$ cat config.mk
export PLATFORM = sky130hd
export DESIGN_NAME = meter_lcd_segment_frame_unit
export DESIGN_NICKNAME = d
export VERILOG_FILES = /design/src/rtl/msf_pkg.sv /design/src/rtl/msf_front.sv /design/src/rtl/msf_queue.sv /design/src/rtl/msf_back.sv /design/src/rtl/meter_lcd_segment_frame_unit.sv
export SDC_FILE = /design/constraint.sdc
export NUM_CORES = 1
export LEC_CHECK = 0
export ABC_AREA = 1
export BUFFER_PORTS_ARGS = -buffer_cell sky130_fd_sc_hd__buf_2
export CORE_MARGIN = 3
export CORE_UTILIZATION = 30
export CTS_CLUSTER_DIAMETER = 60
export CTS_CLUSTER_SIZE = 24
export DETAILED_ROUTE_END_ITERATION = 16
export PLACE_DENSITY = 0.53
export SKIP_CTS_REPAIR_TIMING = 1
export SLEW_MARGIN = 15
export SYNTH_ARGS = -nofsm -noshare
export SYNTH_HDL_FRONTEND = slang
export SYNTH_SLANG_ARGS = --single-unit
$ cat constraint.sdc
create_clock -name clk -period 10.4 [get_ports clk]
set_input_delay 2.08 -clock clk [delete_from_list [all_inputs] [get_ports clk]]
set_output_delay 2.08 -clock clk [all_outputs]
set_load 0.02 [all_outputs]
$ cat src/rtl/msf_pkg.sv
package msf_pkg;

  localparam int FRAME_BYTES = 18;
  localparam int IDX_W = 5;
  localparam int BIN_W = 17;
  localparam int DIGITS = 5;
  localparam int BCD_W = 4 * DIGITS;
  localparam int LANES = 7;
  localparam int QUEUE_DEPTH = 2;

  localparam int LANE_MILE = 0;
  localparam int LANE_VOLT = 1;
  localparam int LANE_TEMP = 2;
  localparam int LANE_HOUR = 3;
  localparam int LANE_MIN = 4;
  localparam int LANE_ENERGY = 5;
  localparam int LANE_SPEED = 6;

  localparam logic [IDX_W-1:0] LAST_INDEX = IDX_W'(FRAME_BYTES - 1);
  localparam logic [4:0] STEP_LAST = 5'(BIN_W - 1);

  localparam logic [2:0] EDIT_NONE = 3'd0;
  localparam logic [2:0] EDIT_ALL = 3'd1;
  localparam logic [2:0] EDIT_HOUR = 3'd2;
  localparam logic [2:0] EDIT_MIN_TENS = 3'd3;
  localparam logic [2:0] EDIT_MIN_UNITS = 3'd4;

  typedef enum logic [1:0] {
    FE_IDLE,
    FE_CONV,
    FE_PUSH
  } fe_state_t;

  typedef struct packed {
    logic [7:0] flags;
    logic [3:0] battery;
    logic       temp_neg;
    logic       hour_gt9;
    logic [2:0] edit;
    logic       energy_full;
    logic [2:0] mode;
    logic       blink_on;
    logic [3:0] mile0;
    logic [3:0] mile1;
    logic [3:0] mile2;
    logic [3:0] mile3;
    logic [3:0] mile4;
    logic [3:0] volt1;
    logic [3:0] volt2;
    logic [3:0] temp1;
    logic [3:0] temp2;
    logic [3:0] hour0;
    logic [3:0] min0;
    logic [3:0] min1;
    logic [3:0] energy0;
    logic [3:0] energy1;
    logic [3:0] speed0;
    logic [3:0] speed1;
  } frame_rec_t;

  typedef struct packed {
    logic push;
  } queue_ctl_t;

  function automatic logic [7:0] seg_a(input logic [3:0] d);
    logic [7:0] r;
    case (d)
      4'd0: r = 8'hFA;
      4'd1: r = 8'h60;
      4'd2: r = 8'hD6;
      4'd3: r = 8'hF4;
      4'd4: r = 8'h6C;
      4'd5: r = 8'hBC;
      4'd6: r = 8'hBE;
      4'd7: r = 8'hE0;
      4'd8: r = 8'hFE;
      4'd9: r = 8'hFC;
      default: r = 8'h00;
    endcase
    return r;
  endfunction

  function automatic logic [7:0] seg_b(input logic [3:0] d);
    logic [7:0] r;
    case (d)
      4'd0: r = 8'h5F;
      4'd1: r = 8'h50;
      4'd2: r = 8'h3D;
      4'd3: r = 8'h79;
      4'd4: r = 8'h72;
      4'd5: r = 8'h6B;
      4'd6: r = 8'h6F;
      4'd7: r = 8'h51;
      4'd8: r = 8'h7F;
      4'd9: r = 8'h7B;
      default: r = 8'h00;
    endcase
    return r;
  endfunction

  function automatic logic [7:0] seg_c(input logic [3:0] d);
    logic [7:0] r;
    case (d)
      4'd0: r = 8'hAF;
      4'd1: r = 8'hA0;
      4'd2: r = 8'h6D;
      4'd3: r = 8'hE9;
      4'd4: r = 8'hE2;
      4'd5: r = 8'hCB;
      4'd6: r = 8'hCF;
      4'd7: r = 8'hA1;
      4'd8: r = 8'hEF;
      4'd9: r = 8'hEB;
      default: r = 8'h00;
    endcase
    return r;
  endfunction

  function automatic logic [7:0] bar_code(input logic [3:0] level);
    logic [7:0] r;
    case (level)
      4'd1: r = 8'h80;
      4'd2: r = 8'hC0;
      4'd3: r = 8'hE0;
      4'd4: r = 8'hF0;
      4'd5: r = 8'hF1;
      4'd6: r = 8'hF3;
      4'd7: r = 8'hF7;
      4'd8: r = 8'hFF;
      default: r = 8'h00;
    endcase
    return r;
  endfunction

endpackage

$ cat src/rtl/msf_front.sv
module msf_front import msf_pkg::*; (
  input  logic        clk,
  input  logic        rst_n,
  input  logic        in_valid,
  output logic        in_ready,
  input  logic [7:0]  in_indicator_flags,
  input  logic [3:0]  in_battery_level,
  input  logic signed [10:0] in_temperature,
  input  logic [4:0]  in_hour,
  input  logic [5:0]  in_minute,
  input  logic [2:0]  in_time_edit,
  input  logic [13:0] in_voltage,
  input  logic [6:0]  in_energy,
  input  logic [16:0] in_mileage,
  input  logic [6:0]  in_speed,
  input  logic [2:0]  in_assist_mode,
  input  logic        q_full,
  output logic        q_push,
  output frame_rec_t  q_rec
);

  fe_state_t state_r, state_nxt;
  logic       hold_v_r, hold_v_nxt;
  logic [3:0] blink_r, blink_nxt;
  logic       accept, load;
  logic [4:0] step_r;

  logic [7:0]  h_flags_r;
  logic [3:0]  h_bat_r;
  logic [10:0] h_temp_r;
  logic [4:0]  h_hour_r;
  logic [5:0]  h_min_r;
  logic [2:0]  h_edit_r;
  logic [13:0] h_volt_r;
  logic [6:0]  h_energy_r;
  logic [16:0] h_mile_r;
  logic [6:0]  h_speed_r;
  logic [2:0]  h_mode_r;
  logic        h_on_r;

  logic [7:0] s_flags_r;
  logic [3:0] s_bat_r;
  logic       s_neg_r;
  logic       s_hgt9_r;
  logic [2:0] s_edit_r;
  logic       s_efull_r;
  logic [2:0] s_mode_r;
  logic       s_on_r;

  logic [BIN_W-1:0] bin_r [LANES];
  logic [BCD_W-1:0] bcd_r [LANES];
  logic [BIN_W-1:0] bin_init [LANES];
  logic [10:0] tmag;

  function automatic logic [BCD_W-1:0] dabble_adj(input logic [BCD_W-1:0] v);
    logic [BCD_W-1:0] r;
    r = v;
    for (int d = 0; d < DIGITS; d++) begin
      if (r[d*4 +: 4] >= 4'd5) begin
        r[d*4 +: 4] = r[d*4 +: 4] + 4'd3;
      end
    end
    return r;
  endfunction

  assign in_ready = !hold_v_r;
  assign accept = in_valid && in_ready;

  always_comb begin
    blink_nxt = blink_r;
    if (accept) begin
      blink_nxt = (blink_r == 4'd9) ? 4'd0 : blink_r + 4'd1;
    end
  end

  always_comb begin
    hold_v_nxt = hold_v_r;
    if (accept) begin
      hold_v_nxt = 1'b1;
    end else if (load) begin
      hold_v_nxt = 1'b0;
    end
  end

  always_comb begin
    state_nxt = state_r;
    case (state_r)
      FE_IDLE: begin
        if (hold_v_r) begin
          state_nxt = FE_CONV;
        end
      end
      FE_CONV: begin
        if (step_r == STEP_LAST) begin
          state_nxt = FE_PUSH;
        end
      end
      FE_PUSH: begin
        if (!q_full) begin
          state_nxt = hold_v_r ? FE_CONV : FE_IDLE;
        end
      end
      default: state_nxt = FE_IDLE;
    endcase
  end

  always_comb begin
    load = 1'b0;
    q_push = 1'b0;
    case (state_r)
      FE_IDLE: load = hold_v_r;
      FE_PUSH: begin
        q_push = !q_full;
        load = hold_v_r && !q_full;
      end
      default: begin
        load = 1'b0;
        q_push = 1'b0;
      end
    endcase
  end

  always_ff @(posedge clk) begin
    if (!rst_n) begin
      state_r <= FE_IDLE;
      hold_v_r <= 1'b0;
      blink_r <= 4'd0;
      step_r <= 5'd0;
    end else begin
      state_r <= state_nxt;
      hold_v_r <= hold_v_nxt;
      blink_r <= blink_nxt;
      if (load) begin
        step_r <= 5'd0;
      end else if (state_r == FE_CONV) begin
        step_r <= step_r + 5'd1;
      end
    end
  end

  always_ff @(posedge clk) begin
    if (accept) begin
      h_flags_r <= in_indicator_flags;
      h_bat_r <= in_battery_level;
      h_temp_r <= in_temperature;
      h_hour_r <= in_hour;
      h_min_r <= in_minute;
      h_edit_r <= in_time_edit;
      h_volt_r <= in_voltage;
      h_energy_r <= in_energy;
      h_mile_r <= in_mileage;
      h_speed_r <= in_speed;
      h_mode_r <= in_assist_mode;
      h_on_r <= (blink_nxt < 4'd5);
    end
  end

  always_comb begin
    tmag = h_temp_r[10] ? 11'(12'h800 - {1'b0, h_temp_r}) : h_temp_r;
    bin_init[LANE_MILE] = h_mile_r;
    bin_init[LANE_VOLT] = BIN_W'(h_volt_r);
    bin_init[LANE_TEMP] = BIN_W'(tmag);
    bin_init[LANE_HOUR] = BIN_W'(h_hour_r);
    bin_init[LANE_MIN] = BIN_W'(h_min_r);
    bin_init[LANE_ENERGY] = BIN_W'(h_energy_r);
    bin_init[LANE_SPEED] = BIN_W'(h_speed_r);
  end

  always_ff @(posedge clk) begin
    if (load) begin
      s_flags_r <= h_flags_r;
      s_bat_r <= h_bat_r;
      s_neg_r <= h_temp_r[10];
      s_hgt9_r <= (h_hour_r > 5'd9);
      s_edit_r <= h_edit_r;
      s_efull_r <= (h_energy_r == 7'd100);
      s_mode_r <= h_mode_r;
      s_on_r <= h_on_r;
    end
  end

  always_ff @(posedge clk) begin
    logic [BCD_W-1:0] adj;
    for (int l = 0; l < LANES; l++) begin
      adj = dabble_adj(bcd_r[l]);
      if (load) begin
        bin_r[l] <= bin_init[l];
        bcd_r[l] <= '0;
      end else if (state_r == FE_CONV) begin
        bcd_r[l] <= {adj[BCD_W-2:0], bin_r[l][BIN_W-1]};
        bin_r[l] <= {bin_r[l][BIN_W-2:0], 1'b0};
      end
    end
  end

  always_comb begin
    q_rec.flags = s_flags_r;
    q_rec.battery = s_bat_r;
    q_rec.temp_neg = s_neg_r;
    q_rec.hour_gt9 = s_hgt9_r;
    q_rec.edit = s_edit_r;
    q_rec.energy_full = s_efull_r;
    q_rec.mode = s_mode_r;
    q_rec.blink_on = s_on_r;
    q_rec.mile0 = bcd_r[LANE_MILE][3:0];
    q_rec.mile1 = bcd_r[LANE_MILE][7:4];
    q_rec.mile2 = bcd_r[LANE_MILE][11:8];
    q_rec.mile3 = bcd_r[LANE_MILE][15:12];
    q_rec.mile4 = bcd_r[LANE_MILE][19:16];
    q_rec.volt1 = bcd_r[LANE_VOLT][7:4];
    q_rec.volt2 = bcd_r[LANE_VOLT][11:8];
    q_rec.temp1 = bcd_r[LANE_TEMP][7:4];
    q_rec.temp2 = bcd_r[LANE_TEMP][11:8];
    q_rec.hour0 = bcd_r[LANE_HOUR][3:0];
    q_rec.min0 = bcd_r[LANE_MIN][3:0];
    q_rec.min1 = bcd_r[LANE_MIN][7:4];
    q_rec.energy0 = bcd_r[LANE_ENERGY][3:0];
    q_rec.energy1 = bcd_r[LANE_ENERGY][7:4];
    q_rec.speed0 = bcd_r[LANE_SPEED][3:0];
    q_rec.speed1 = bcd_r[LANE_SPEED][7:4];
  end

endmodule

$ cat src/rtl/msf_queue.sv
module msf_queue import msf_pkg::*; (
  input  logic       clk,
  input  logic       rst_n,
  input  queue_ctl_t ctl,
  input  frame_rec_t wr_rec,
  output logic       full,
  input  logic       pop,
  output logic       not_empty,
  output frame_rec_t rd_rec
);

  localparam int PTR_W = $clog2(QUEUE_DEPTH);

  frame_rec_t mem_r [QUEUE_DEPTH];
  logic [PTR_W-1:0] wr_ptr_r, rd_ptr_r;
  logic [PTR_W:0] count_r, count_nxt;

  assign full = (count_r == (PTR_W+1)'(QUEUE_DEPTH));
  assign not_empty = (count_r != '0);
  assign rd_rec = mem_r[rd_ptr_r];

  always_comb begin
    count_nxt = count_r;
    if (ctl.push && !(pop && not_empty)) begin
      count_nxt = count_r + (PTR_W+1)'(1);
    end else if (!ctl.push && pop && not_empty) begin
      count_nxt = count_r - (PTR_W+1)'(1);
    end
  end

  always_ff @(posedge clk) begin
    if (!rst_n) begin
      wr_ptr_r <= '0;
      rd_ptr_r <= '0;
      count_r <= '0;
    end else begin
      count_r <= count_nxt;
      if (ctl.push) begin
        wr_ptr_r <= wr_ptr_r + 1'b1;
      end
      if (pop && not_empty) begin
        rd_ptr_r <= rd_ptr_r + 1'b1;
      end
    end
  end

  always_ff @(posedge clk) begin
    if (ctl.push) begin
      mem_r[wr_ptr_r] <= wr_rec;
    end
  end

endmodule

$ cat src/rtl/msf_back.sv
module msf_back import msf_pkg::*; (
  input  logic             clk,
  input  logic             rst_n,
  input  logic             cfg_wr_en,
  input  logic             cfg_wr_data,
  input  logic             q_not_empty,
  input  frame_rec_t       q_rec,
  output logic             q_pop,
  output logic             out_valid,
  input  logic             out_ready,
  output logic [IDX_W-1:0] out_byte_index,
  output logic [7:0]       out_byte_value,
  output logic             out_last_byte
);

  logic             clock_r;
  logic [IDX_W-1:0] cnt_r;
  logic             valid_r;
  logic [IDX_W-1:0] idx_r;
  logic [7:0]       val_r;
  logic             last_r;
  logic             issue;
  logic [7:0]       byte_val;
  logic             on, blank_h, blank_mt, blank_mu;
  logic [7:0]       seg_e0, seg_e1, seg_s0, seg_s1;

  assign issue = q_not_empty && (!valid_r || out_ready);
  assign q_pop = issue && (cnt_r == LAST_INDEX);

  always_comb begin
    on = q_rec.blink_on;
    blank_h = on && (q_rec.edit == EDIT_ALL || q_rec.edit == EDIT_HOUR);
    blank_mt = on && (q_rec.edit == EDIT_ALL || q_rec.edit == EDIT_MIN_TENS);
    blank_mu = on && (q_rec.edit == EDIT_ALL || q_rec.edit == EDIT_MIN_UNITS);
    seg_e0 = seg_b(q_rec.energy0);
    seg_e1 = seg_b(q_rec.energy1);
    seg_s0 = seg_b(q_rec.speed0);
    seg_s1 = seg_b(q_rec.speed1);
    byte_val = 8'h00;
    case (cnt_r)
      5'd0: byte_val = seg_b(q_rec.mile0) | 8'h80;
      5'd1: byte_val = seg_c(q_rec.mile1) | ((q_rec.mode == 3'd1) ? 8'h10 : 8'h00);
      5'd2: byte_val = seg_c(q_rec.mile2) | ((q_rec.mode == 3'd2) ? 8'h10 : 8'h00);
      5'd3: byte_val = seg_c(q_rec.mile3) | ((q_rec.mode == 3'd3) ? 8'h10 : 8'h00);
      5'd4: byte_val = seg_c(q_rec.mile4) | ((q_rec.mode == 3'd4) ? 8'h10 : 8'h00);
      5'd5: byte_val = seg_b(q_rec.volt1) | 8'h80;
      5'd6: byte_val = seg_b(q_rec.volt2)
                       | ((q_rec.battery == 4'd0 && on) ? 8'h00 : 8'h80);
      5'd7: byte_val = bar_code(q_rec.battery);
      5'd8: begin
        byte_val = {7'd0, q_rec.flags[0] && on};
        if (clock_r && !blank_h) begin
          byte_val = byte_val | seg_a(q_rec.hour0);
        end
      end
      5'd9: begin
        if (clock_r) begin
          byte_val = (blank_mt ? 8'h00 : seg_a(q_rec.min1))
                     | {7'd0, (q_rec.edit != EDIT_NONE) || on};
        end
      end
      5'd10: begin
        if (clock_r) begin
          byte_val = (blank_mu ? 8'h00 : seg_a(q_rec.min0)) | {7'd0, q_rec.hour_gt9};
        end
      end
      5'd11: byte_val = {q_rec.flags[4], q_rec.flags[5], q_rec.flags[2], q_rec.flags[3],
                         seg_e1[3:0]};
      5'd12: byte_val = {seg_e1[7:4], seg_e0[3:0]}
                        | (q_rec.energy_full ? 8'h80 : 8'h00);
      5'd13: byte_val = {seg_e0[7:4], seg_s1[3:0]} | 8'h80;
      5'd14: byte_val = {seg_s1[7:4], seg_s0[3:0]};
      5'd15: byte_val = {seg_s0[7:4], 1'b1, q_rec.flags[1] && on,
                         q_rec.flags[7], q_rec.flags[6]};
      5'd16: byte_val = seg_a(q_rec.temp1) | 8'h01;
      5'd17: byte_val = seg_a(q_rec.temp2) | (q_rec.temp_neg ? 8'h10 : 8'h00);
      default: byte_val = 8'h00;
    endcase
  end

  always_ff @(posedge clk) begin
    if (!rst_n) begin
      clock_r <= 1'b1;
      cnt_r <= '0;
      valid_r <= 1'b0;
    end else begin
      if (cfg_wr_en) begin
        clock_r <= cfg_wr_data;
      end
      if (issue) begin
        valid_r <= 1'b1;
        cnt_r <= (cnt_r == LAST_INDEX) ? '0 : cnt_r + IDX_W'(1);
      end else if (out_ready) begin
        valid_r <= 1'b0;
      end
    end
  end

  always_ff @(posedge clk) begin
    if (issue) begin
      idx_r <= cnt_r;
      val_r <= byte_val;
      last_r <= (cnt_r == LAST_INDEX);
    end
  end

  assign out_valid = valid_r;
  assign out_byte_index = idx_r;
  assign out_byte_value = val_r;
  assign out_last_byte = last_r;

endmodule

$ cat src/rtl/meter_lcd_segment_frame_unit.sv
// Builds the 18 segment driver bytes of the dashboard LCD from one status word.
// Each status word accepted on the in_ channel yields one frame on the out_
// channel: 18 words with byte_index 0 through 17, the last one flagged by
// out_last_byte. The cfg_ port writes the clock display enable.
// The front part holds one status word in an input register, advances the
// blink counter on acceptance and converts all numbers to decimal digits
// with a shared shift-and-add-three pass. A two-entry queue passes the
// digit record to the back part, which emits one byte a cycle through an
// output register while the receiver keeps out_ready high.
// The digit conversion of one word overlaps the output of the previous frame.
// A receiver stall holds the current byte in the output register; the queue,
// the converter and then the input register fill. in_ready is low whenever the
// input register holds a word that the converter has not yet taken.
// Reset clears the blink counter, empties the queue and sets the clock
// display enable to one.
module meter_lcd_segment_frame_unit import msf_pkg::*; (
  input  logic        clk,
  input  logic        rst_n,
  input  logic        cfg_wr_en,
  input  logic        cfg_wr_data,
  input  logic        in_valid,
  output logic        in_ready,
  input  logic [7:0]  in_indicator_flags,
  input  logic [3:0]  in_battery_level,
  input  logic signed [10:0] in_temperature,
  input  logic [4:0]  in_hour,
  input  logic [5:0]  in_minute,
  input  logic [2:0]  in_time_edit,
  input  logic [13:0] in_voltage,
  input  logic [6:0]  in_energy,
  input  logic [16:0] in_mileage,
  input  logic [6:0]  in_speed,
  input  logic [2:0]  in_assist_mode,
  output logic        out_valid,
  input  logic        out_ready,
  output logic [4:0]  out_byte_index,
  output logic [7:0]  out_byte_value,
  output logic        out_last_byte
);

  queue_ctl_t q_ctl;
  frame_rec_t wr_rec, rd_rec;
  logic       q_full, q_pop, q_not_empty;

  msf_front u_front (
    .clk               (clk),
    .rst_n             (rst_n),
    .in_valid          (in_valid),
    .in_ready          (in_ready),
    .in_indicator_flags(in_indicator_flags),
    .in_battery_level  (in_battery_level),
    .in_temperature    (in_temperature),
    .in_hour           (in_hour),
    .in_minute         (in_minute),
    .in_time_edit      (in_time_edit),
    .in_voltage        (in_voltage),
    .in_energy         (in_energy),
    .in_mileage        (in_mileage),
    .in_speed          (in_speed),
    .in_assist_mode    (in_assist_mode),
    .q_full            (q_full),
    .q_push            (q_ctl.push),
    .q_rec             (wr_rec)
  );

  msf_queue u_queue (
    .clk      (clk),
    .rst_n    (rst_n),
    .ctl      (q_ctl),
    .wr_rec   (wr_rec),
    .full     (q_full),
    .pop      (q_pop),
    .not_empty(q_not_empty),
    .rd_rec   (rd_rec)
  );

  msf_back u_back (
    .clk           (clk),
    .rst_n         (rst_n),
    .cfg_wr_en     (cfg_wr_en),
    .cfg_wr_data   (cfg_wr_data),
    .q_not_empty   (q_not_empty),
    .q_rec         (rd_rec),
    .q_pop         (q_pop),
    .out_valid     (out_valid),
    .out_ready     (out_ready),
    .out_byte_index(out_byte_index),
    .out_byte_value(out_byte_value),
    .out_last_byte (out_last_byte)
  );

endmodule

After elaboration in Yosys (flattened, before gate mapping) --
Memory sizes are Yosys's and may differ from the RTL's. A register that Yosys moved wholly into a read port is not among the register bits. Index checks and enable logic that the tools add are counted.
Word-level totals: flip-flop bits (word level) 145, ROM bits 1920, memory bits (writable) 431, output and inout bits 16, bits of input ports 91, memories kept 20, logic and storage cells 328
Operators by class: reductions and logical operators 36, multiplexer cells 100, $lt $le $gt $ge 37, $add $sub $neg 43, equality and inequality tests 34, bitwise logic cells 25
Memories:
- u_queue.mem_r | words 2, bits a word 86, rd ports 1, clocked after Yosys merged registers in 1, write ports 1, line msf_queue.sv:14 | frame_rec_t mem_r [QUEUE_DEPTH];
- u_front.bcd_r | words 7, bits a word 20, rd ports 7, clocked after Yosys merged registers in 0, write ports 7, line msf_front.sv:51 | logic [BCD_W-1:0] bcd_r [LANES];
- (no name shown) | words 16, bits a word 8, rd ports 1, clocked after Yosys merged registers in 0, write ports 0, line msf_pkg.sv:121 | case (level)
- u_front.bin_r | words 7, bits a word 17, rd ports 7, clocked after Yosys merged registers in 0, write ports 7, line msf_front.sv:50 | logic [BIN_W-1:0] bin_r [LANES];
- (no name shown) | words 16, bits a word 7, rd ports 1, clocked after Yosys merged registers in 0, write ports 0, line msf_pkg.sv:85 | case (d)
- (no name shown) | words 16, bits a word 7, rd ports 1, clocked after Yosys merged registers in 0, write ports 0, line msf_pkg.sv:85
- 14 more memories
Operators with widths (count):
- 8-bit two-way mux | 19
- 8-bit one-hot mux with 18 select lines | 1
- 4-bit by 3-bit greater-or-equal comparator with 1-bit output, second input constant | 35
- 20-bit two-way mux | 7
- 4-bit two-way mux | 30
- 17-bit two-way mux | 7
- 4-bit by 2-bit adder with 4-bit output, second input constant | 28
- 8-bit bitwise OR | 7
- 5-bit by 4-bit equality test with 1-bit output, second input constant | 8
- 5-bit two-way mux | 6
- 3-bit by 2-bit adder with 3-bit output, second input constant | 7
- 3-bit two-way mux | 7
- 5-bit by 3-bit equality test with 1-bit output, second input constant | 4
- 8-bit by 1-bit bitwise OR with 8-bit output | 2
- 5-bit equality test, second input constant | 3
- 1-bit logical AND | 15
- 1-bit two-way mux | 15
- 1-bit bitwise OR | 14
- 3-bit by 2-bit equality test with 1-bit output, second input constant | 4
- 11-bit two-way mux | 1
- 1-bit by 11-bit subtractor with 11-bit output, first input constant | 1
- 5-bit by 1-bit adder with 5-bit output, second input constant | 2
- 5-bit by 2-bit equality test with 1-bit output, second input constant | 2
- 2-bit two-way mux | 5
- 28 further kinds | 45

Logic depth before layout (Yosys ltp) --
Gate-level depths: netlist of run 1.
depth after elaboration 10, depth in mapped cells 16, gate-level depth less buffers 14

Hierarchy --
A second synthesis of run 1 with hierarchy kept.
Second synthesis, totals: cell total of the unflattened synthesis 2219, area total of the unflattened synthesis 24435.9 um^2
Modules (own cells, without submodules):
- msf_front | cells an instance 1137, area each 13213.9 um^2, seq. area each 9208.8 um^2, instances 1
- msf_queue | cells an instance 304, area each 6640.1 um^2, seq. area each 5265.0 um^2, instances 1
- msf_back | cells an instance 778, area each 4581.9 um^2, seq. area each 560.5 um^2, instances 1

Least setup slack after synthesis of run 1 --
OpenSTA, ideal clock, no wires.
path kind input -> register, start point input in_valid, end point register u_front.h_on_r, data pin, stages on the path 8, setup slack 3330 ps, library setup time 249 ps, arrival time 6821 ps, data required time 10151 ps, path buffers 0, cell sequence inv_1 > nor2_1 > inv_1 > nor2_1 > xor2_1 > o31ai_1 > nand2_1 > inv_1
On the way: longest elaborated chain between the ends 3
RTL lines:
- start, declared | line meter_lcd_segment_frame_unit.sv:21 | input logic in_valid,
- 1-bit logical AND | line msf_front.sv:67 | assign accept = in_valid && in_ready;
- net u_front.accept | line msf_front.sv:25 | logic accept, load;
- 4-bit two-way mux | line msf_front.sv:71 | if (accept) begin
- 4-bit by 3-bit < comparator with 1-bit output | line msf_front.sv:154 | h_on_r <= (blink_nxt < 4'd5);
- end signal, assigned | line msf_front.sv:154
- end, declared | line msf_front.sv:39 | logic h_on_r;
The timed path passes the listed nets, and every way through them passes these cells. A chain may end at the register's enable or synchronous reset.

==> results of run 1 <==
per-stage QoR:
stage,cell area [sq um],util,worst slack (ns)
final,27880,0.3433,6.932
after global routing,27880,0.3433,6.599
after CTS,27880,0.3433,6.881
after detailed placement,26460,0.3259,6.316
after global placement,26460,0.3259,6.328
after floorplan,24770,-,3.330
power breakdown:
| group | switching (uW) | internal [uW] | total [uW] |
|---|---|---|---|
| Combinational | 195 | 86.0 | 281 |
| Clock | 850 | 813 | 1660 |
| Sequential | 69.4 | 2420 | 2490 |
| Total | 1110 | 3320 | 4430 |
worst paths after layout:
check	startpoint	end	slack [ns]	cells after the start
max	flip-flop	u_back.out_byte_value[4]	6.93	12
max reg2reg	flip-flop	u_back.out_byte_value[4]	6.93	12
min	u_front.h_bat_r[3]	u_front.s_bat_r[3]	0.42	0
min reg2reg	u_front.h_bat_r[3]	u_front.s_bat_r[3]	0.42	0
worst reg2reg max path: cells and delay by family, from the launching register on:
kind | cells | cell delay (ns)
adders and majority gates | 1 | 0.30
buffers and inverters | 3 | 1.42
DFF | 1 | 0.49
and+or+nand+nor | 8 | 0.98
routing by layer:
metal  routed length [um]  track usage  part of all wire
met5                    0            0                 0
met4                  974      0.02860             0.019
met3                 2598      0.02192             0.050
met2                23460       0.1926              0.45
met1                25360       0.1710              0.48
registers in the layout, indices dropped and copies added (netlist names), 4 cells and up, named ones only:
register and cells:
u_back.cnt_r 5, u_back.out_byte_index 5, u_back.out_byte_value 8, u_front.bcd_r 72
u_front.bin_r 119, u_front.blink_r 4, u_front.h_bat_r 4, u_front.h_energy_r 7
u_front.h_flags_r 8, u_front.h_hour_r 5, u_front.h_mile_r 17, u_front.h_min_r 6
u_front.h_speed_r 7, u_front.h_temp_r 11, u_front.h_volt_r 14, u_front.s_bat_r 4
u_front.s_flags_r 8, u_front.step_r 5, u_queue.mem_r 172
layout make-up:
cell class	count	share of cell area
multi-input cells	1588	0.2873
repair buffers	119	0.02298
well taps	1060	0.04757
inverters	385	0.05188
clock buffers	43	0.03707
clock inverters	30	0.01378
flip-flops and latches	509	0.5394
cells in the final DEF (no fill, tap or decap), types with 4 or more instances in the layout:
cell,count
sky130_fd_sc_hd__o211ai_1,11
sky130_fd_sc_hd__nor2_1,246
sky130_fd_sc_hd__inv_8,6
sky130_fd_sc_hd__ha_1,124
sky130_fd_sc_hd__a221oi_1,7
sky130_fd_sc_hd__or2_2,7
sky130_fd_sc_hd__a21oi_1,100
sky130_fd_sc_hd__o21ai_0,77
sky130_fd_sc_hd__clkinvlp_4,4
sky130_fd_sc_hd__a211o_1,7
sky130_fd_sc_hd__inv_1,377
sky130_fd_sc_hd__o21a_1,12
sky130_fd_sc_hd__a22o_1,4
sky130_fd_sc_hd__o21ai_1,18
sky130_fd_sc_hd__nand2_2,4
sky130_fd_sc_hd__nor3_1,26
sky130_fd_sc_hd__inv_12,4
sky130_fd_sc_hd__inv_16,4
sky130_fd_sc_hd__clkbuf_16,41
sky130_fd_sc_hd__dfxtp_1,24
sky130_fd_sc_hd__xor2_1,15
sky130_fd_sc_hd__inv_6,4
sky130_fd_sc_hd__nand3_1,171
sky130_fd_sc_hd__nor2_4,4
sky130_fd_sc_hd__nand2_1,712
sky130_fd_sc_hd__nand3b_1,4
sky130_fd_sc_hd__buf_2,106
sky130_fd_sc_hd__o21ai_2,4
sky130_fd_sc_hd__nand4_1,8
sky130_fd_sc_hd__edfxtp_1,484
sky130_fd_sc_hd__buf_4,12
sky130_fd_sc_hd__inv_2,5
cells by family after synthesis:
family / share of synthesized area
buffers and inverters: 0.07107
and+or+nand+nor: 0.1950
AOI/OAI and AO/OA: 0.05753
adders and majority gates: 0.06263
DFF: 0.6069
xor gates and xnor gates: 0.006365
muxes: 0.0004546
==> results.txt, run 1 <==
----------------------------------------------------
[Synth]
  Most frequent cell after synthesis ... sky130_fd_sc_hd__nand2_1
  #FFs+latches synth ... 509
  Yosys top cell area share ... 0.5867
  Synthesized area per cell ... 9.760 sq um
  Cell area after technology mapping ... 24770 sq um
  Fraction of synthesis flops using an asynchronous set or reset pin ... 0
  Post-Syn Instances ... 2538
  Most frequently used flop master after synthesis ... sky130_fd_sc_hd__edfxtp_1
  Top cells by instance count after synthesis ... 713 x sky130_fd_sc_hd__nand2_1, 484 x sky130_fd_sc_hd__edfxtp_1, 378 x sky130_fd_sc_hd__inv_1, 249 x sky130_fd_sc_hd__nor2_1, 171 x sky130_fd_sc_hd__nand3_1
  Post-Synthesis Net Count ... 2753
  Synthesis warning total ... 0
  Area leader, netlist ... sky130_fd_sc_hd__edfxtp_1
  Number of flops mapped to enable cells by yosys ... 484
  Leading cell types by total area after synthesis ... sky130_fd_sc_hd__edfxtp_1 59%, sky130_fd_sc_hd__nand2_1 11%, sky130_fd_sc_hd__ha_1 6.3%, sky130_fd_sc_hd__inv_1 5.7%, sky130_fd_sc_hd__nor2_1 3.8%
  Number of distinct library cells after synthesis ... 45
  Fraction of the yosys area taken by sequential cells ... 0.6069

[Detailed routing]
  Vias after detailed routing ... 16430
  Routed vias/inst ... 4.401
  Residual antenna-violating net count after detailed routing ... 0
  Starting DRT DRC Count ... 1142
  Remaining DRCs ... 0
  Per-cell routed wire length ... 14.03 um
  Number of iterations in the first detailed-routing pass ... 6
  WL final ... 52390 um

[Floorplan]
  Top-level I/O count ... 107
  Starting density of the core ... 0.3051
  Die outline width ... 293.4 um
  Die Height ... 293.4 um
  Die Outline Area ... 86050 sq um
  Cell row count ... 104
  Area inside the core boundary ... 81200 sq um

[STA]
  Period Utilization, post-route ... 0.3334
  Max frequency ... 0.2884 GHz
  Tmin final ... 3.468 ns
  Final Hold Viols ... 0
  RSZ-0062 raised after global routing ... false
  Hold WS ... 0.4230 ns
  Slew at the pin closest to its max-slew limit ... 1.051 ns
  Worst max-slew margin expressed relative to the limit ... 0.2993
  Worst setup skew after layout ... 0.02257 ns
  Number of endpoints failing setup at the final stage ... 0
  Number of slew-limit violations in the final report ... 0
  Setup TNS Final ... 0 ns

[Power]
  Overall Power ... 4433 uW
  Max VDD drop ... 112.7 uV
  Power density over the cells ... 159.0 nW/um^2
  Cell leakage power ... 0.01188 uW

[Setup path]
  Signal arrival time at the worst endpoint ... 3.77 ns
  Sequence of cells on the critical path ... inv_2 -> buf_4 -> nand2_1 -> nand2_1 -> inv_1 -> ha_1 -> nand2_1 -> nand3_1 -> nand3_1 -> nand4_1 -> nor2_1 -> nand3_1
  Cell family with most CP delay ... buffers and inverters
  Kind of end point of the critical path ... flip-flop
  Critical Path Source Type ... flip-flop
  Critical Path Slowest Stage Cell ... sky130_fd_sc_hd__inv_2
  Crit path buf inv count ... 3
  Worst EP required ... 10.71 ns
  Critical path peak fanout ... 48
  Critical path class ... flip-flop to flip-flop
  Crit path largest cell delay ... 0.66 ns

[Final layout]
  Area occupied by multi-input gates ... 8009 sq um
  Area Overhead vs Synth ... 12.54%
  # nets final ... 2858
  Number of filler cells placed in the layout ... 8279
  Non-filler instance count after layout ... 3734
  Antenna diode count ... 0
  Sequential cell area in the final layout ... 15040 sq um
  Proportion of layout cells with a drive suffix above 1 ... 0.08414

[GRT]
  Overflow left after global routing ... 0
  Antenna violations before repair ... 0
  Wire length of the first global-routing pass ... 83450 um
  Number of global-route vias before repair ... 15380
  GRT Overall Usage ... 0.1208
  Maximum number of pins on one net before global-route repair ... 162

[Clocking]
  Source-to-sink clock delay at the later pin of the worst-skew pair ... 0.59 ns
  Inserted Clock Buffers ... 40
  Reg clk slew, reported paths ... 0.08 ns
  CTS Root Cell ... sky130_fd_sc_hd__clkbuf_16
  Clk sink count ... 509
  CTS tree ... yes
  Maximum buffer depth of the clock tree ... 3
  H-tree depth ... 2

[Placed design]
  IO buf count ... 106
  Count of placed standard cells including taps ... 3661
  GPL Wtd Cong ... 0.9026
  HPWL after DPL ... 35700 um

[Outcome]
  Status ... finished, final reports clean

[Job]
  MaxCap Viol Count ... 0

[Hold path]
  Kind of path behind the tightest hold check ... flip-flop to flip-flop

----------------------------------------------------
Note: power is estimated with default switching activity, not from simulation.
==> run 2: changes to the inputs <==
==> constraint.sdc (replaced) <==
create_clock -name clk -period 3.6 [get_ports clk]
set_input_delay 0.72 -clock clk [delete_from_list [all_inputs] [get_ports clk]]
set_output_delay 0.72 -clock clk [all_outputs]
set_load 0.02 [all_outputs]
==> results.txt, run 2 (synthesis gave the netlist of run 1 again) <==
----------------------------------------------------
[Power]
  Max VDD drop ... 280.1 uV (+150%)
  Relative contribution of combinational cells to total power ... 0.067 (+0.004)
  Part of the total power dissipated in the clock network ... 0.362 (-0.013)
  Overall Power ... 12580 uW (+180%)
  Flop pwr share ... 0.572 (+0.011)
  Switching power ... 3043 uW (+170%)
  Fraction of power spent switching nets ... 0.2419 (-0.009570)
  Cell leakage power ... 0.01189 uW (+0.12%)
  Power density over the cells ... 450.8 nW/um^2 (+180%)
  Internal power ... 9535 uW (+190%)

[Placed design]
  HPWL after DPL ... 36870 um (+3.3%)
  GPL Wtd Cong ... 0.8795 (-2.6%)
  IO buf count ... 106 (unchanged)
  Pre-CTS setup slack ... 0.9251 ns (-5.391 ns)

[Floorplan]
  Area inside the core boundary ... 81200 sq um (unchanged)
  Top-level I/O count ... 107 (unchanged)
  Die Height ... 293.4 um (unchanged)
  Cell row count ... 104 (unchanged)
  Die outline width ... 293.4 um (unchanged)
  Starting density of the core ... 0.3051 (unchanged)
  Die Outline Area ... 86050 sq um (unchanged)

[STA]
  Final Hold Viols ... 0 (unchanged)
  RSZ-0062 raised after global routing ... false
  Setup TNS Final ... 0 ns (unchanged)
  Number of slew-limit violations in the final report ... 0 (unchanged)
  Period Utilization, post-route ... 0.7919 (+0.4585)
  Tmin final ... 2.851 ns (-0.6167 ns)
  Worst max-slew margin expressed relative to the limit ... 0.4425 (+0.1432)
  Slew at the pin closest to its max-slew limit ... 0.8362 ns (-0.2148 ns)
  Number of endpoints failing setup at the final stage ... 0 (unchanged)
  Max frequency ... 0.3508 GHz (+22%)
  Post-route worst setup slack ... 0.7491 ns (-6.183 ns)
  Hold WS ... 0.3133 ns (-0.1097 ns)
  Worst setup skew after layout ... 0.03140 ns (+0.008826 ns)

[Final layout]
  Largest Register ... u_queue.mem_r
  Area Overhead vs Synth ... 12.64% (about the same)
  Largest regs ... u_queue.mem_r x172, u_front.bin_r x119, u_front.bcd_r x72
  Proportion of layout cells with a drive suffix above 1 ... 0.08333 (-0.0008103)
  Area occupied by multi-input gates ... 8018 sq um (+0.11%)
  Number of filler cells placed in the layout ... 8269 (-0.12%)
  Most common cell after layout, fill and taps aside ... sky130_fd_sc_hd__nand2_1
  Sequential cell area in the final layout ... 15040 sq um (unchanged)
  Number of flip-flops in the largest register ... 172 (unchanged)
  Commonest cells after routing, fill and taps aside ... 712 x sky130_fd_sc_hd__nand2_1, 484 x sky130_fd_sc_hd__edfxtp_1, 377 x sky130_fd_sc_hd__inv_1
  # nets final ... 2862 (+0.14%)

[GRT]
  Antenna violations before repair ... 2 (+2)
  GRT Overall Usage ... 0.1213 (+0.0004546)
  Overflow left after global routing ... 0 (unchanged)
  Wire length of the first global-routing pass ... 83640 um (+0.23%)
  Maximum number of pins on one net before global-route repair ... 137 (-15%)
  Number of global-route vias before repair ... 15510 (+0.89%)

[Clocking]
  Reg clk slew, reported paths ... 0.09 ns (about the same)
  Clk sink count ... 509 (unchanged)
  H-tree depth ... 2 (unchanged)
  Source-to-sink clock delay at the later pin of the worst-skew pair ... 0.58 ns (about the same)
  Inserted Clock Buffers ... 38 (-5.0%)
  Maximum buffer depth of the clock tree ... 3 (unchanged)
  CTS Root Cell ... sky130_fd_sc_hd__clkbuf_16
  CTS tree ... yes

[Detailed routing]
  Per-cell routed wire length ... 14.12 um (+0.63%)
  Residual antenna-violating net count after detailed routing ... 0 (unchanged)
  Number of iterations in the first detailed-routing pass ... 5 (-1)
  Starting DRT DRC Count ... 1176 (+3.0%)
  Vias after detailed routing ... 16590 (+0.97%)
  Routed vias/inst ... 4.440 (+0.89%)
  WL final ... 52770 um (+0.71%)
  Remaining DRCs ... 0 (unchanged)

[Setup path]
  Worst EP required ... 4.02 ns (-6.69 ns)
  Signal arrival time at the worst endpoint ... 3.27 ns (-0.50 ns)
  Critical path peak fanout ... 136 (+180%)
  Critical path class ... flip-flop to flip-flop
  Critical Path Source Type ... flip-flop
  Kind of end point of the critical path ... flip-flop

[Job]
  MaxCap Viol Count ... 0 (unchanged)

[Outcome]
  Status ... finished, final reports clean

[Hold path]
  Kind of path behind the tightest hold check ... input port to flip-flop

----------------------------------------------------
[run 2: changes by cell type in the layout (fill, tap and decap cells not counted), sizes merged]
| cell | delta |
|---|---|
| clkinv | -1 |
| buf | +6 |
| inv | -1 |
| diode | +1 |
| clkbuf | +1 |
| clkinvlp | -4 |
| bufinv | +1 |
[run 2: metal layers]
metal  track usage  share of wire  up-vias
met5             0        0.00023        -
met2        0.1968           0.45      312
met3       0.02154          0.052       65
met1        0.1698           0.48     7684
met4       0.02666          0.017        2
li1              -              -     8529
[run 2: path summary, 6_finish.rpt]
| kind | startpoint | end | slack [ns] | depth (start not counted) |
|---|---|---|---|---|
| max | flip-flop | u_back.out_byte_value[3] | 0.75 | 10 |
| max reg2reg | flip-flop | u_back.out_byte_value[3] | 0.75 | 10 |
| min reg2reg | u_front.h_flags_r[2] | u_front.s_flags_r[2] | 0.42 | 0 |
| min | in_speed[2] | u_front.h_speed_r[2] | 0.31 | 1 |
[run 2: per-stage QoR]
stage                     utilization  area (sq um)  instances
after floorplan                     -         24790       2538
after global placement         0.3275         26590       3667
after detailed placement       0.3275         26590       3667
after CTS                      0.3436         27900       3736
after global routing           0.3436         27900       3736
final                          0.3436         27900       3737
[run 2: layout make-up]
cell class,instances,area share
flip-flops and latches,509,0.5390
inverters,385,0.05184
repair buffers,125,0.02726
clock buffers,44,0.03601
multi-input cells,1588,0.2874
diodes,1,0.00008969
clock inverters,25,0.01094
well taps,1060,0.04753
[run 2: worst max-delay path, cell delays in order, from the launching register on]
cell                      delay, ns
sky130_fd_sc_hd__dfxtp_4       0.36
sky130_fd_sc_hd__buf_12        0.18
sky130_fd_sc_hd__o21ai_0       0.80
sky130_fd_sc_hd__inv_1         0.15
sky130_fd_sc_hd__ha_1          0.24
sky130_fd_sc_hd__or2_2         0.30
sky130_fd_sc_hd__nand3_1       0.07
sky130_fd_sc_hd__nand2_1       0.06
sky130_fd_sc_hd__nand3_1       0.17
sky130_fd_sc_hd__nor2_1        0.07
sky130_fd_sc_hd__nand3_1       0.08
[run 2: power groups by stage]
stage	combinational [uW]	sequential, uW	clock [uW]
2_1_floorplan	596	7260	0
3_3_place_gp	854	7330	0
3_5_place_dp	866	7330	0
4_1_cts	869	7200	4730
5_1_grt	990	7240	4940
6_report	838	7190	4550
